## config.mk

```make
export PLATFORM = sky130hd
export DESIGN_NAME = button_event_queue_chord_merge
export DESIGN_NICKNAME = d
export VERILOG_FILES = /design/src/hdl/bevq_pkg.sv /design/src/hdl/button_event_queue_chord_merge.sv /design/src/hdl/bevq_cell.sv /design/src/hdl/bevq_queue.sv
export SDC_FILE = /design/constraint.sdc
export NUM_CORES = 2
export LEC_CHECK = 0
export ABC_AREA = 1
export BUFFER_PORTS_ARGS = -buffer_cell sky130_fd_sc_hd__buf_2
export CAP_MARGIN = 20
export CORE_UTILIZATION = 40
export CTS_CLUSTER_DIAMETER = 80
export CTS_CLUSTER_SIZE = 25
export DETAILED_ROUTE_END_ITERATION = 8
export SLEW_MARGIN = 10
export SYNTH_ARGS = -nofsm -noshare
export SYNTH_HDL_FRONTEND = slang
export SYNTH_SLANG_ARGS = --single-unit
```

## constraint.sdc

```tcl
create_clock -name i_clk -period 5.9 [get_ports i_clk]
set_input_delay 1.18 -clock i_clk [delete_from_list [all_inputs] [get_ports i_clk]]
set_output_delay 1.18 -clock i_clk [all_outputs]
set_load 0.02 [all_outputs]
```

## src/hdl/bevq_pkg.sv

```systemverilog
// shared types and constants for the button event queue
`timescale 1ns / 1ps

package bevq_pkg;

    localparam int PIN_W      = 4;
    localparam int ID_W       = 32;
    localparam int TIME_W     = 32;
    localparam int AGE_W      = 16;
    localparam int CFG_IDX_W  = 3;
    localparam int CFG_DATA_W = 32;
    localparam int MAX_SLOTS  = 4;

    localparam logic [AGE_W-1:0] AGE_RESET = 16'd100;

    localparam logic [CFG_IDX_W-1:0] CFG_ID_SLOT0     = 3'd0;
    localparam logic [CFG_IDX_W-1:0] CFG_ID_SLOT3     = 3'd3;
    localparam logic [CFG_IDX_W-1:0] CFG_SLOT_ENABLE  = 3'd4;
    localparam logic [CFG_IDX_W-1:0] CFG_AGE_THRESH   = 3'd5;

    typedef struct packed {
        logic [PIN_W-1:0]  pin_levels;
        logic [TIME_W-1:0] now_ms;
    } t_in_word;

    typedef struct packed {
        logic            has_event;
        logic [ID_W-1:0] id_mask;
        logic            pressed;
        logic            overflow;
    } t_out_word;

    typedef struct packed {
        logic [ID_W-1:0]   ident;
        logic              is_press;
        logic [TIME_W-1:0] stamp;
    } t_entry;

    typedef struct packed {
        logic push;
        logic shift;
    } t_q_ctrl;

endpackage

```

## src/hdl/button_event_queue_chord_merge.sv

```systemverilog
// top level: button sampling, event queue and chord merge with output register
//
//   channel | direction | handshake          | word
//   in      | input     | i_in_valid/o_in_stall   | t_in_word (pin_levels, now_ms)
//   out     | output    | o_out_valid/i_out_stall | t_out_word (has_event, id_mask,
//           |           |                         |   pressed, overflow)
//   cfg     | input     | i_cfg_we                | i_cfg_idx, i_cfg_data
//
// a poll samples the slots, checks the queue head for age, then merges ripe events;
// slots are sampled one per cycle and
// the merge pops one cell of the queue chain per cycle.
// synchronous active-low reset clears the queue count, state, slot flags, ids and output valid.
// o_in_stall is high while a poll is in progress; a finished word waits in the
// output register and the next poll can be taken while it is stalled.
`timescale 1ns / 1ps

module button_event_queue_chord_merge import bevq_pkg::*; #(
    parameter int NUM_SLOTS   = 4,
    parameter int QUEUE_DEPTH = 16
) (
    input  logic                  i_clk,
    input  logic                  i_rst_n,
    input  logic                  i_in_valid,
    output logic                  o_in_stall,
    input  t_in_word              i_in,
    output logic                  o_out_valid,
    input  logic                  i_out_stall,
    output t_out_word             o_out,
    input  logic                  i_cfg_we,
    input  logic [CFG_IDX_W-1:0]  i_cfg_idx,
    input  logic [CFG_DATA_W-1:0] i_cfg_data
);

    localparam int ACT_SLOTS = (NUM_SLOTS < MAX_SLOTS) ? NUM_SLOTS : MAX_SLOTS;
    localparam int SW        = (ACT_SLOTS > 1) ? $clog2(ACT_SLOTS) : 1;
    localparam int CW        = $clog2(QUEUE_DEPTH + 1);

    typedef enum logic [2:0] {
        ST_IDLE,
        ST_SAMPLE,
        ST_CHECK,
        ST_MERGE,
        ST_DONE
    } t_state;

    t_state                r_state;
    logic [SW-1:0]         r_slot;
    logic [ACT_SLOTS-1:0]  r_enable;
    logic [ACT_SLOTS-1:0]  r_pressed;
    logic [ACT_SLOTS-1:0]  r_levels;
    logic [ID_W-1:0]       r_ids [ACT_SLOTS];
    logic [AGE_W-1:0]      r_thr;
    logic [TIME_W-1:0]     r_now;
    logic                  r_has;
    logic                  r_press;
    logic [ID_W-1:0]       r_mask;
    logic                  r_ovf;
    logic                  r_out_valid;
    t_out_word             r_out;

    t_q_ctrl               w_q_ctrl;
    t_entry                w_push_entry;
    t_entry                w_head;
    logic [CW-1:0]         w_count;
    logic                  w_was;
    logic                  w_toggle;
    logic                  w_full;
    logic                  w_ripe;
    logic                  w_same;
    logic                  w_last_slot;
    logic                  w_out_free;
    logic [TIME_W-1:0]     w_age;
    logic [ACT_SLOTS-1:0]  w_new_enable;

    bevq_queue #(
        .DEPTH (QUEUE_DEPTH)
    ) u_queue (
        .i_clk   (i_clk),
        .i_rst_n (i_rst_n),
        .i_ctrl  (w_q_ctrl),
        .i_entry (w_push_entry),
        .o_head  (w_head),
        .o_count (w_count)
    );

    always_comb begin
        w_was        = r_pressed[r_slot];
        // released and low is a press, pressed and high is a release
        w_toggle     = (r_state == ST_SAMPLE) && r_enable[r_slot] && (w_was == r_levels[r_slot]);
        w_full       = (w_count == CW'(QUEUE_DEPTH));
        w_age        = r_now - w_head.stamp;
        w_ripe       = (w_count != '0) && (w_age > {{(TIME_W - AGE_W){1'b0}}, r_thr});
        w_same       = (w_count != '0) && (w_head.is_press == r_press);
        w_last_slot  = (r_slot == SW'(ACT_SLOTS - 1));
        w_out_free   = !r_out_valid || !i_out_stall;
        w_new_enable = i_cfg_data[ACT_SLOTS-1:0];

        w_q_ctrl.push  = w_toggle && !w_full;
        w_q_ctrl.shift = ((r_state == ST_CHECK) && w_ripe) ||
                         ((r_state == ST_MERGE) && w_same);

        w_push_entry.ident    = r_ids[r_slot];
        w_push_entry.is_press = !w_was;
        w_push_entry.stamp    = r_now;
    end

    always_ff @(posedge i_clk) begin
        if (!i_rst_n) begin
            r_state     <= ST_IDLE;
            r_slot      <= '0;
            r_enable    <= '0;
            r_pressed   <= '0;
            r_thr       <= AGE_RESET;
            r_out_valid <= 1'b0;
            for (int s = 0; s < ACT_SLOTS; s++) begin
                r_ids[s] <= '0;
            end
        end else begin
            if (r_state == ST_DONE && w_out_free) begin
                r_out_valid <= 1'b1;
            end else if (r_out_valid && !i_out_stall) begin
                r_out_valid <= 1'b0;
            end

            unique case (r_state)
                ST_IDLE: begin
                    if (i_in_valid) begin
                        r_levels <= i_in.pin_levels[ACT_SLOTS-1:0];
                        r_now    <= i_in.now_ms;
                        r_slot   <= '0;
                        r_has    <= 1'b0;
                        r_press  <= 1'b0;
                        r_mask   <= '0;
                        r_ovf    <= 1'b0;
                        r_state  <= ST_SAMPLE;
                    end
                end
                ST_SAMPLE: begin
                    if (w_toggle) begin
                        r_pressed[r_slot] <= !w_was;
                        if (w_full) begin
                            r_ovf <= 1'b1;
                        end
                    end
                    if (w_last_slot) begin
                        r_state <= ST_CHECK;
                    end else begin
                        r_slot <= r_slot + SW'(1);
                    end
                end
                ST_CHECK: begin
                    if (w_ripe) begin
                        r_has   <= 1'b1;
                        r_press <= w_head.is_press;
                        r_mask  <= w_head.ident;
                        r_state <= ST_MERGE;
                    end else begin
                        r_state <= ST_DONE;
                    end
                end
                ST_MERGE: begin
                    // follow-on events of the same state fold into one chord
                    if (w_same) begin
                        r_mask <= r_mask | w_head.ident;
                    end else begin
                        r_state <= ST_DONE;
                    end
                end
                ST_DONE: begin
                    if (w_out_free) begin
                        r_out.has_event <= r_has;
                        r_out.id_mask   <= r_mask;
                        r_out.pressed   <= r_press;
                        r_out.overflow  <= r_ovf;
                        r_state         <= ST_IDLE;
                    end
                end
                default: begin
                    r_state <= ST_IDLE;
                end
            endcase

            if (i_cfg_we) begin
                unique case (i_cfg_idx) inside
                    [CFG_ID_SLOT0:CFG_ID_SLOT3]: begin
                        if (int'(i_cfg_idx) < ACT_SLOTS) begin
                            r_ids[i_cfg_idx[SW-1:0]] <= i_cfg_data[ID_W-1:0];
                        end
                    end
                    CFG_SLOT_ENABLE: begin
                        // a newly enabled slot starts out released
                        r_pressed <= r_pressed & ~(w_new_enable & ~r_enable);
                        r_enable  <= w_new_enable;
                    end
                    CFG_AGE_THRESH: begin
                        r_thr <= i_cfg_data[AGE_W-1:0];
                    end
                    default: begin
                    end
                endcase
            end
        end
    end

    assign o_in_stall  = (r_state != ST_IDLE);
    assign o_out_valid = r_out_valid;
    assign o_out       = r_out;

    a_count_bound: assert property (@(posedge i_clk) disable iff (!i_rst_n)
        w_count <= CW'(QUEUE_DEPTH))
        else $error("queue count beyond depth");

    a_empty_word: assert property (@(posedge i_clk) disable iff (!i_rst_n)
        (o_out_valid && !o_out.has_event) |-> (o_out.id_mask == '0 && !o_out.pressed))
        else $error("empty result carries id or press");

    a_accept_starts: assert property (@(posedge i_clk) disable iff (!i_rst_n)
        (i_in_valid && !o_in_stall) |=> (r_state == ST_SAMPLE))
        else $error("accepted poll did not start sampling");

    a_count_quiet: assert property (@(posedge i_clk) disable iff (!i_rst_n)
        (r_state == ST_IDLE || r_state == ST_DONE) |=> (w_count == $past(w_count)))
        else $error("queue moved outside a poll");

endmodule

```

## src/hdl/bevq_cell.sv

```systemverilog
// one queue cell: holds an event, loads a new one or takes its neighbor's on a shift
`timescale 1ns / 1ps

module bevq_cell import bevq_pkg::*; (
    input  logic   i_clk,
    input  logic   i_load,
    input  logic   i_shift,
    input  t_entry i_load_entry,
    input  t_entry i_next,
    output t_entry o_entry
);

    t_entry r_entry;

    always_ff @(posedge i_clk) begin
        if (i_load) begin
            r_entry <= i_load_entry;
        end else if (i_shift) begin
            r_entry <= i_next;
        end
    end

    assign o_entry = r_entry;

endmodule

```

## src/hdl/bevq_queue.sv

```systemverilog
// event queue as a row of cells that shifts toward the head on every pop
`timescale 1ns / 1ps

module bevq_queue import bevq_pkg::*; #(
    parameter int DEPTH = 16,
    parameter int CW    = $clog2(DEPTH + 1)
) (
    input  logic          i_clk,
    input  logic          i_rst_n,
    input  t_q_ctrl       i_ctrl,
    input  t_entry        i_entry,
    output t_entry        o_head,
    output logic [CW-1:0] o_count
);

    t_entry        w_entries [DEPTH];
    logic [CW-1:0] r_count;

    for (genvar k = 0; k < DEPTH; k++) begin : g_cell
        t_entry w_next;
        logic   w_load;

        // the tail cell has no neighbor, it keeps its own word
        if (k < DEPTH - 1) begin : g_mid
            assign w_next = w_entries[k + 1];
        end else begin : g_tail
            assign w_next = w_entries[k];
        end

        assign w_load = i_ctrl.push && (r_count == CW'(k));

        bevq_cell u_cell (
            .i_clk        (i_clk),
            .i_load       (w_load),
            .i_shift      (i_ctrl.shift),
            .i_load_entry (i_entry),
            .i_next       (w_next),
            .o_entry      (w_entries[k])
        );
    end

    always_ff @(posedge i_clk) begin
        if (!i_rst_n) begin
            r_count <= '0;
        end else if (i_ctrl.push && !i_ctrl.shift) begin
            r_count <= r_count + CW'(1);
        end else if (i_ctrl.shift && !i_ctrl.push) begin
            r_count <= r_count - CW'(1);
        end
    end

    assign o_head  = w_entries[0];
    assign o_count = r_count;

endmodule
```

After elaboration in Yosys (flattened, before gate mapping)
Memory sizes are Yosys's and may differ from the RTL's. A register that Yosys moved wholly into a read port is not among the register bits.
Index checks and enable logic that the tools add are counted.
{"block": "word_totals", "reg_bits": 1181, "ramBits": 128, "memories": 1, "input_bits": 76, "output_inout_bits": 37}
{"block": "classes", "bitwise": 5, "n_lt_le_gt_ge": 6, "n_mux": 79, "addsub": 4, "eq_ne": 34, "n_reduce_logical": 71}
{"name": "r_ids", "words": 4, "width": 32, "read_ports": 1, "rd_clocked_by_memory_dff": 1, "wr": 4, "line_no": "button_event_queue_chord_merge.sv:51", "source": "logic [ID_W-1:0] r_ids [ACT_SLOTS];"}
{"operator": "2-to-1 mux 65 bit", "n": 30}
{"operator": "2-to-1 mux 32 bit", "n": 4}
{"operator": "one-hot mux 32 bit (3 select lines)", "n": 1}
{"operator": "== test 5 x 4 -> 1 bit (second input constant)", "n": 8}
{"operator": "nonzero test 2 bit", "n": 19}
{"operator": "greater-than comparator 32 x 16 -> 1 bit", "n": 1}
{"operator": "OR 32 bit", "n": 1}
{"operator": "OR reduction 32 bit", "n": 1}
{"operator": "subtractor 32 bit", "n": 1}
{"operator": "logical AND 1 bit", "n": 29}
{"operator": "== test 5 x 3 -> 1 bit (second input constant)", "n": 4}
{"operator": "2-to-1 mux 1 bit", "n": 18}
{"operator": "!= test 2 bit (second input constant)", "n": 9}
{"operator": "2-to-1 mux 4 bit", "n": 4}
{"operator": "2-to-1 mux 3 bit", "n": 5}
{"operator": "one-hot mux 3 bit (5 select lines)", "n": 1}
{"operator": "== test 5 x 2 -> 1 bit (second input constant)", "n": 2}
{"operator": "2-to-1 mux 2 bit", "n": 5}
{"operator": "2-to-1 mux 5 bit", "n": 2}
{"operator": "AND reduction 5 bit", "n": 2}
{"operator": "== test 3 bit (second input constant)", "n": 3}
{"operator": "AND reduction 3 bit", "n": 3}
{"operator": "AND 4 bit", "n": 2}
{"operator": "NOT 4 bit", "n": 2}
{"operator": "other kinds (27)", "n": 42}

Longest topological paths before layout
{"block": "depth", "word_depth": 9, "depth_mapped": 32, "depth_no_buf": 31}

By module
From an unflattened synthesis, not the netlist that was laid out.
{"block": "unflattened", "hier_cells": 6043, "area_unflattened_um2": 58733.8}
{"mod": "bevq_cell", "seq_area_each_um2": 1951.9, "n_inst": 16, "cells_per_inst": 276, "area_per_inst_um2": 2788.9}
{"mod": "button_event_queue_chord_merge", "seq_area_each_um2": 7667.4, "n_inst": 1, "cells_per_inst": 1545, "area_per_inst_um2": 13616.8}
{"mod": "bevq_queue", "seq_area_each_um2": 100.1, "n_inst": 1, "cells_per_inst": 82, "area_per_inst_um2": 494.2}

Worst setup path before layout
OpenSTA, ideal clock, no wires.
{"block": "synth_path", "path_kind": "reg2reg", "startpoint": "register r_now[0]", "endpoint": "register u_queue.g_cell[12].u_cell.r_entry, in the netlist u_queue.g_cell[12].u_cell.o_entry[0], enable pin", "path_slack_ns": 0.829, "t_arrival_ns": 4.375, "synth_period_minus_slack_ns": 5.071, "path_stages_with_launch": 26, "path_cell_list": "edfxtp_1 inv_1 clkbuf_1 ha_1 fa_1 inv_1 nand3_1 nand3_1 nand3_1 nand3_1 xor2_1 ha_1 nand2_1 nor4_1 nand3_1 nand2_1 nand3_1 nor2_1 nand2_1 nor2_1 nand2_1 nand3_2 nand2_1 inv_2 buf_6 nand2_1"}
{"block": "synth_between", "elab_chain_cells": 6}
{"item": "start: declaration", "line_no": "button_event_queue_chord_merge.sv:53", "source": "logic [TIME_W-1:0] r_now;"}
{"item": "start signal: assignment", "line_no": "button_event_queue_chord_merge.sv:129", "source": "r_now <= i_in.now_ms;"}
{"item": "subtractor 32 bit", "line_no": "button_event_queue_chord_merge.sv:91", "source": "w_age = r_now - w_head.stamp;"}
{"item": "greater-than comparator 32 x 16 -> 1 bit", "line_no": "button_event_queue_chord_merge.sv:92", "source": "w_ripe = (w_count != '0) && (w_age > {{(TIME_W - AGE_W){1'b0}}, r_thr});"}
{"item": "logical AND 1 bit", "line_no": "button_event_queue_chord_merge.sv:92"}
{"item": "logical AND 1 bit", "line_no": "button_event_queue_chord_merge.sv:99", "source": "w_q_ctrl.shift = ((r_state == ST_CHECK) && w_ripe) ||"}
{"item": "logical OR 1 bit", "line_no": "button_event_queue_chord_merge.sv:99"}
{"item": "nonzero test 2 bit (no source line)"}
{"item": "end signal: assignment", "line_no": "bevq_cell.sv:17", "source": "r_entry <= i_load_entry;"}
{"item": "end signal: assignment", "line_no": "bevq_cell.sv:19", "source": "r_entry <= i_next;"}
{"item": "end: declaration", "line_no": "bevq_cell.sv:13", "source": "t_entry r_entry;"}
No other way between the ends.
A chain may end at the register's enable or synchronous reset.

Worst setup path after layout
{"block": "layout_path", "startpoint": "register u_queue.g_cell[0].u_cell.r_entry, in the netlist u_queue.g_cell[0].u_cell.o_entry[0]", "endpoint": "register u_queue.g_cell[14].u_cell.r_entry, in the netlist u_queue.g_cell[14].u_cell.o_entry[29], enable pin"}
{"block": "layout_between", "elab_chain_cells": 6}
{"item": "start: declaration", "line_no": "bevq_cell.sv:13"}
{"item": "start signal: assignment", "line_no": "bevq_cell.sv:17"}
{"item": "start signal: assignment", "line_no": "bevq_cell.sv:19"}
{"item": "subtractor 32 bit", "line_no": "button_event_queue_chord_merge.sv:91"}
{"item": "greater-than comparator 32 x 16 -> 1 bit", "line_no": "button_event_queue_chord_merge.sv:92"}
{"item": "logical AND 1 bit", "line_no": "button_event_queue_chord_merge.sv:92"}
{"item": "logical AND 1 bit", "line_no": "button_event_queue_chord_merge.sv:99"}
{"item": "logical OR 1 bit", "line_no": "button_event_queue_chord_merge.sv:99"}
{"item": "nonzero test 2 bit (no source line)"}
{"item": "end signal: assignment", "line_no": "bevq_cell.sv:17"}
{"item": "end signal: assignment", "line_no": "bevq_cell.sv:19"}
{"item": "end: declaration", "line_no": "bevq_cell.sv:13"}
No other way between the ends.

==> metrics.md <==
| Metric | Value |
|---|---|
| Antenna viol nets, final | `0` |
| Post-Place Worst Slack | `784 ps` |
| Mean post-synth cell area | `11.2 um^2` |
| Critical path peak fanout | `65` |
| Post-Syn Area | `~0.056 mm^2` |
| Fin. Hold Viols | `0` |
| Placed wire-length estimate | `79.1 mm` |
| Total power | `19.2 mW` |
| Root buffer cell | `clkbuf_16` |
| CTS Hold Bufs | `0` |
| GRT Util Overall | `around 17%` |
| Clock-pin slew on the worst setup and hold paths | `100 ps` |
| #FFs+latches synth | `between 1k and 1.5k` |
| Synth Net Count | `5,136` |
| Final wirelength | `roughly 120 mm` |
| Worst Hold Class | `flop to flop` |
| Leakage | `roughly 23 nW` |
| Remaining DRCs | `0` |
| Sequential Area | `0.0390 mm^2` |
| Share of cells above drive strength 1 | `7.05%` |
| First-pass DRT Iterations | `8` |
| Vias per inst | `4.99` |
| Post-Layout Cell Count | `a little under 7k` |
| Synth unique cells | `48` |
| Chip height | `376 um` |
| Boundary pin count | `113` |
| Vias in the first global route | `31.1k` |
| Async S/R FF share, synth | `0%` |
| Antenna diodes | `0` |
| Dominant synthesized flop cell | `edfxtp_1` |
| Die Width | `~380 um` |
| DP Cell Count | `6,707` |
| CP arrival | `approximately 5400 ps` |
| RSZ-0062 raised after global routing | `no` |
| Final instance area | `0.0597 mm^2` |
| # fillers | `13.0k` |
| Initial antenna violation count | `0` |
| TritonCTS Sinks | `1,311` |
| Setup TNS | `0 ps` |
| Final setup fails | `0` |
| Worst Skew | `56.6 ps` |
| WL/cell | `around 18 um` |
| Vias | `33.9k` |
| Warning count from the yosys run | `0` |
| Setup CP Type | `flop to flop` |
| CTS tree | `done` |
| Die footprint | `0.142 mm^2` |
| EDFF count, synth | `around 1.3k` |
| Postcts setup bufs | `0` |
| Fin util | `43.2%` |
| Post-Syn Instances | `5,001` |
| Inserted Clock Buffers | `60` |
| Post-CTS resize count | `0` |
| Area of the multi-input gates | `0.0141 mm^2` |
| 1st-iter DRT viols | `3,023` |
| Worst skew pair latency | `730 ps` |
| Placer Congestion | `about 0.85` |
| Area Overhead vs Synth | `6.53%` |
| Startpoint types | `flop` |
| MaxCap Viol Count | `0` |
| Normalized max-slew margin | `32.6%` |
| Htree depth | `2` |
| Post-DP Area | `0.0579 mm^2` |
| GRT overflow | `0` |
| PortBufs | `112` |
| WHS | `405 ps` |
| Worst Tran Pin Value | `1010 ps` |
| Largest net degree at the start of global routing | `132` |
| Worst R2R Setup Slack | `790 ps` |
| Placement Rows | `136` |
| Fin nets | `between 5k and 6k` |
| WP data required | `approximately 6200 ps` |
| Sequential-to-total area share from yosys stat | `69.6%` |
| Status | `complete, no violations` |
| CP endpoint kind | `flop` |
| Pwr Density | `321 mW/mm^2` |
| Core footprint | `0.138 mm^2` |
| Fin. max-slew vios | `0` |
| Maximum clock frequency | `roughly 0.2 GHz` |
| Crit share post-route | `slightly below 90%` |
| Initial Util | `40.6%` |
| Max rail drop VDD | `0.000279 V` |
| First-pass GRT wire length | `187 mm` |
| Period minus WS final | `5110 ps` |
| Clk buf depth | `3` |
| Final worst slack | `792 ps` |
==> kinds of logic (layout without fill, tap and decap cells) <==
group                    Yosys count  in the layout  share of synthesized area (%)
AND/OR/NAND/NOR                 1711           1711                           11.9
multiplexers                       1              1                         0.0201
XOR/XNOR                          18             18                          0.281
adder cells (fa/ha/maj)           59             59                           1.33
AO/OA/AOI/OAI                   1192           1192                           11.2
flip-flops                      1311           1311                           69.6
buffers and inverters            709            642                           5.65
==> worst paths after layout <==
check	depth (start not counted)	end	from
setup reg to reg	23	u_queue.g_cell[14].u_cell.o_entry[29]	u_queue.g_cell[0].u_cell.o_entry[0]
hold / removal	0	o_out[34]	r_has
hold reg to reg	0	o_out[34]	r_has
setup / recovery	23	u_queue.g_cell[14].u_cell.o_entry[29]	u_queue.g_cell[0].u_cell.o_entry[0]
==> state kept, by name (all words and copies together), names as in the netlist, named ones only <==
register / cells
r_ovf: 1
u_queue.g_cell.u_cell.o_entry: 1040
u_queue.o_count: 5
r_ids: 128
r_thr: 16
r_press: 1
o_out_valid: 1
o_out: 35
r_pressed: 4
r_now: 32
r_levels: 4
r_enable: 4
r_slot: 2
r_mask: 32
r_has: 1
r_state: 3
==> final cells by class <==
type                    count  area share [%]
clock inverters            10           0.243
inverters                 380            2.43
clock buffers              78            2.66
well taps                1863            3.90
repair buffers            174            1.86
multi-input cells        2981            23.6
flip-flops and latches   1311            65.3
==> synth_stat cells, drive strengths merged (3+ instances only) <==
cell    instances  area (um^2)
and2            3         18.8
xor2           14          123
ha             58          726
nor2          277         1060
and3            4         25.0
nand4           8         56.3
xnor2           4         35.0
o211ai          3         22.5
dfxtp          37          741
nand3          40          235
a21oi         197          990
o21bai          3         22.5
a32oi          33          289
inv           376         1410
nand2        1330         5000
nor3           43          230
o21ai         945         4890
buf           151         1070
edfxtp       1274        38300
clkinv          4         15.0
clkbuf        178          668
a211oi          5         37.5
==> metal layers <==
| metal | share of wire (%) | routed length, um | GRT usage (%) | up-vias |
|---|---|---|---|---|
| met4 | 2.2 | 2690 | 4.11 | 0 |
| met5 | 0 | 0 | 0 | - |
| li1 | - | - | - | 16977 |
| met2 | 42 | 50700 | 24.6 | 760 |
| met1 | 50 | 59900 | 25.8 | 16022 |
| met3 | 5.6 | 6720 | 2.68 | 133 |
==> report_power, final <==
group	total, mW	leakage, nW	switching (mW)	internal [mW]
Combinational	3.26	10.3	2.56	0.705
Clock	4.81	0.833	2.87	1.93
Sequential	11.1	11.9	0.240	10.8
Total	19.2	23.0	5.67	13.5
==> critical path: stages (launching register included) <==
cell and delay [ps]:
edfxtp_1 410, ha_1 240, fa_1 410, inv_1 120, nand3_1 70, nand3_1 150, nand3_1 100, nand3_1 160
xor2_1 110, ha_1 280, nand2_1 70, nor4_1 440, nand3_1 130, nand2_1 100, nand3_1 70, nor2_1 100
nand2_1 60, nor2_1 120, nand2_1 140, nand3_2 120, nand2_1 80, inv_2 430, buf_4 240, nand2_4 450
==> cells in the final DEF, fill, tap and decap left out, types with 55 or more instances in the layout <==
cell type and n:
nor2_1 270, o21ai_0 529, buf_2 112, edfxtp_1 1274
ha_1 58, a21oi_1 195, inv_1 360, o21ai_1 372
nand2_1 1312, clkbuf_16 60, buf_4 55
Power figures use the tool's default switching activity.
